File: src/design/fwb_pkg.sv
// ----------------------------------------------------------------------------
// fwb_pkg
// shared types, constants and helpers of the fene/wca bond energy unit
// ----------------------------------------------------------------------------
package fwb_pkg;

  localparam logic [47:0] EMAX     = 48'h7FFF_FFFF_FFFF;
  localparam logic [63:0] LN2_Q32  = 64'd2977044472;
  localparam logic [63:0] ONE_Q32  = 64'h0000_0001_0000_0000;
  localparam logic [63:0] HALF_Q32 = 64'h0000_0000_8000_0000;

  localparam logic [31:0] EPS_RESET = 32'd65536;
  localparam logic [31:0] K_RESET   = 32'd1966080;
  localparam logic [31:0] R0_RESET  = 32'd98304;
  localparam logic [31:0] B_RESET   = 32'd65536;

  localparam logic [1:0] REG_WCA_EPSILON     = 2'd0;
  localparam logic [1:0] REG_SPRING_CONSTANT = 2'd1;
  localparam logic [1:0] REG_MAX_EXTENSION   = 2'd2;
  localparam logic [1:0] REG_BEAD_DIAMETER   = 2'd3;

  typedef logic [1:0] sh_t;
  localparam sh_t SH_62 = 2'd0;
  localparam sh_t SH_32 = 2'd1;
  localparam sh_t SH_25 = 2'd2;
  localparam sh_t SH_24 = 2'd3;

  typedef struct packed {
    logic [63:0] r2;
    logic        oor;
  } word_t;

  typedef struct packed {
    logic        start;
    logic [63:0] a;
    logic [63:0] b;
    sh_t         sh;
  } mul_req_t;

  typedef struct packed {
    logic        done;
    logic [63:0] result;
  } mul_rsp_t;

  function automatic logic [31:0] abs_diff(input logic [31:0] a, input logic [31:0] b);
    logic [32:0] d;
    logic [32:0] mag;
    d   = {b[31], b} - {a[31], a};
    mag = d[32] ? (~d + 33'd1) : d;
    return mag[31:0];
  endfunction

endpackage

File: src/design/fwb_fifo.sv
// ----------------------------------------------------------------------------
// fwb_fifo
// two-entry queue of classified words between front and back
// ----------------------------------------------------------------------------
module fwb_fifo (
  input  logic           clk,
  input  logic           rst,
  input  fwb_pkg::word_t wr_word,
  input  logic           wr_valid,
  output logic           wr_ready,
  output fwb_pkg::word_t rd_word,
  output logic           rd_valid,
  input  logic           rd_ready
);

  fwb_pkg::word_t mem [2];
  logic           wr_ptr, rd_ptr;
  logic [1:0]     count;
  logic           push, pop;

  assign wr_ready = (count != 2'd2);
  assign rd_valid = (count != 2'd0);
  assign push     = wr_valid && wr_ready;
  assign pop      = rd_valid && rd_ready;
  assign rd_word  = mem[rd_ptr];

  always_ff @(posedge clk) begin
    if (rst) begin
      wr_ptr <= 1'b0;
      rd_ptr <= 1'b0;
      count  <= 2'd0;
    end else begin
      if (push) wr_ptr <= !wr_ptr;
      if (pop)  rd_ptr <= !rd_ptr;
      count <= 2'(count + {1'b0, push} - {1'b0, pop});
    end
  end

  always_ff @(posedge clk) begin
    if (push) mem[wr_ptr] <= wr_word;
  end

endmodule

File: config.mk
export PLATFORM = sky130hd
export DESIGN_NAME = fwb_fifo
export DESIGN_NICKNAME = d
export VERILOG_FILES = /design/src/design/fwb_pkg.sv /design/src/design/fwb_fifo.sv
export SDC_FILE = /design/constraint.sdc
export NUM_CORES = 1
export LEC_CHECK = 0
export BUFFER_PORTS_ARGS = -buffer_cell sky130_fd_sc_hd__buf_2
export CORE_MARGIN = 1.5
export CORE_UTILIZATION = 55
export CTS_CLUSTER_SIZE = 30
export DETAILED_ROUTE_END_ITERATION = 12
export GPL_ROUTABILITY_DRIVEN = 0
export PLACE_DENSITY = 0.92
export SLEW_MARGIN = 10
export SYNTH_ARGS = -nofsm -noshare
export SYNTH_HDL_FRONTEND = slang
export SYNTH_SLANG_ARGS = --single-unit
File: constraint.sdc
create_clock -name clk -period 7.1 [get_ports clk]
set_input_delay 0.71 -clock clk [delete_from_list [all_inputs] [get_ports clk]]
set_output_delay 0.71 -clock clk [all_outputs]
set_load 0.02 [all_outputs]
==> summary.md <==
| Metric | Value |
|---|---|
| Worst hold margin | 0.396 ns |
| Slew Viols, Final | 0 |
| CP Buf/Inv Count | 2 |
| Setup CP Type | reg2out |
| Vias in the first global route | 2776 |
| Status | complete, no violations |
| Worst ir drop on vdd | 0.000261 V |
| Synth Area in Compound Gates | 0.881% |
| Chip Height | 98.1 um |
| Critical-path cell list | buf_4, mux2_1, buf_2 |
| Worst path max stage delay | 0.63 ns |
| Leak | 2.40 nW |
| First-pass GRT wire length | 13.5 mm |
| Crit-path leading delay family | buffers and inverters |
| Capturing point of the worst reg2reg path | mem[1][52] |
| Pwr Density | 358 nW/um2 |
| Reg2Reg Launch Point | count[0] |
| Input/output buffers | 135 |
| RSZ-0062 raised after global routing | false |
| Most frequent cells in the layout | buf_2, edfxtp_1, mux2_1, clkbuf_16, clkinvlp_4 |
| Initial antenna violation count | 0 |
| Reg clk slew, reported paths | 0.06 ns |
| Clk buf depth | 2 |
| Fillers | 552 |
| # rows | 34 |
| Clock sinks | 135 |
| Distinct cells, synth | 25 |
| Largest net degree at the start of global routing | 66 |
| F_max | 0.359 GHz |
| Max FO, Critical Path | 65 |
| Layout cells sized above 1 | 44.2% |
| Drt first pass iters | 4 |
| Cell count after synthesis | 231 |
| Final Util | 72.3% |
| CP startpoint kind | register |
| Combinational family with the most area after synthesis | multiplexers |
| Crit-path slowest cell | buf_4 |
| Post-detailed-route wirelength per cell | 17.1 um |
| Setup bufs post-CTS | 0 |
| Worst setup EP type | primary output |
| Ports | 136 |
| Initial core utilization | 57.0% |
| Setup crit end | rd_word[17] |
| Slew margin rel. | 42.5% |
| Synth Register Bits | 135 |
| Clock Latency Late Sink | 0.50 ns |
| Ant diodes | 0 |
| Hpwl dp | 5.32 mm |
| Max Cap Viol | 0 |
| ANT nets after route | 0 |
| R2r setup slk | 5.20 ns |
| CTS buffer count | 17 |
| Final Setup Violations | 0 |
| Ys Warns | 0 |
| Number of H-tree levels | 4 |
| Total number of vias | 2567 |
| Synth Area in XOR/XNOR | 0.176% |
| Worst hold start | wr_word[13] |
| Mapped Nets | 301 |
| Tcrit/Tclk final | 39.2% |
| Core Region | 8720 um2 |
| # DRC | 0 |
| CTS tree | yes |
| DRT Wirelength | 8.58 mm |
| Number of vias per cell | 5.11 |
| WP depth | 3 |
| Tmin final | 2.79 ns |
| Die width | 98.1 um |
| Final hold vios | 0 |
| Grt ovf | 0 |
| Post-cts sizing count | 0 |
| Post-Synth Adder-Cell Area | 0.252% |
| Mean Syn Cell Area | 21.5 um2 |
| Setup TNS | 0 ns |
| Layout area overhead | 26.9% |
| Register area share after synthesis | 80.5% |
| Die area | 9620 um2 |
| Least-Margin Pin Slew | 0.863 ns |
| CTS root buf | clkbuf_8 |
| R2R cell count | 3 |
| Fin nets | 451 |
| Critical path arrival | 2.08 ns |
| Worst hold path class | in2reg |
| DRT iter0 DRCs | 142 |
| Max Clock Skew | 0.0115 ns |
| Pwr Total | 0.00226 W |
| CP Data Required Time | 6.39 ns |
| Post-synthesis mux area share | 14.7% |
| Synth Area in Simple Gates | 1.96% |
| Commonest non-fill, non-tap cell in the layout | buf_2 |
| Post-Syn Area | 4970 um2 |
| Tot GR Track Use | 18.8% |
| Cts hold-fix bufs | 0 |
==> logic make-up (layout without fill, tap and decap cells) <==
| family | after synthesis | after routing |
|---|---|---|
| compound gates | 6 | 6 |
| xor+xnor | 1 | 1 |
| fa+ha+maj | 1 | 1 |
| buf+inv | 8 | 171 |
| flops | 135 | 135 |
| mux | 65 | 65 |
| simple gates | 15 | 15 |
==> state kept, by name, indices dropped and copies added, names as in the netlist, named ones only <==
| name | count |
|---|---|
| count | 2 |
| mem | 130 |
| rd_ptr | 1 |
| wr_ptr | 1 |
==> synthesized netlist by cell type, drive strengths merged <==
library cell,n,area share (%)
edfxtp,130,79
mux2,65,15
buf,7,1.4
dfxtp,5,2.0
nor2,4,0.30
and3,2,0.25
nor2b,2,0.25
o21ai,2,0.20
a21bo,1,0.20
a21oi,1,0.10
ha,1,0.25
inv,1,0.075
nand2b,1,0.13
nand3,1,0.10
nand3b,1,0.15
nor3,1,0.20
nor4,1,0.13
nor4bb,1,0.33
o21ba,1,0.20
o31a,1,0.18
or2,1,0.13
xor2,1,0.18
==> power breakdown <==
group / switching (W) / internal [W]
logic: 0.000281 / 0.000163
registers: 0.0000226 / 0.000969
clock network: 0.000324 / 0.000501
==> cell type report <==
cell class	count	area [um2]	area share [%]
clock buffer	18	418	6.63
clock inverter	14	150	2.38
inverter	1	3.75	0.0595
multi-input combinational	88	896	14.2
sequential	135	4010	63.5
tap	108	135	2.14
timing repair buffer	138	698	11.1
==> metrics by stage <==
stage / std cells / cell area, um2 / setup slack [ns]
after floorplan: 231 / 4970 / 4.37
after CTS: 502 / 6310 / 4.29
after global placement: 470 / 5740 / 4.80
after detailed placement: 470 / 5740 / 4.82
after global routing: 502 / 6310 / 4.22
final: 502 / 6310 / 4.31
==> routing by layer <==
layer / vias to the layer above / GRT usage [%] / share of wire [%]
li1: 1218 / - / -
met1: 1254 / 21.5 / 39
met2: 85 / 33.3 / 54
met3: 10 / 6.08 / 5.5
met4: 0 / 6.37 / 0.87
met5: - / 0 / 0
==> worst min path at each step <==
stage / endpoint / slack, ns / cells after the start
finish: mem[1][13] / 0.40 / 1
global route: mem[0][45] / 0.37 / 1
CTS: mem[0][39] / 0.37 / 1
detailed placement: rd_ptr / 0.52 / 2
global placement: register / 0.49 / 2
floorplan: register / 0.47 / 2
(Power assumes the default switching activity.)
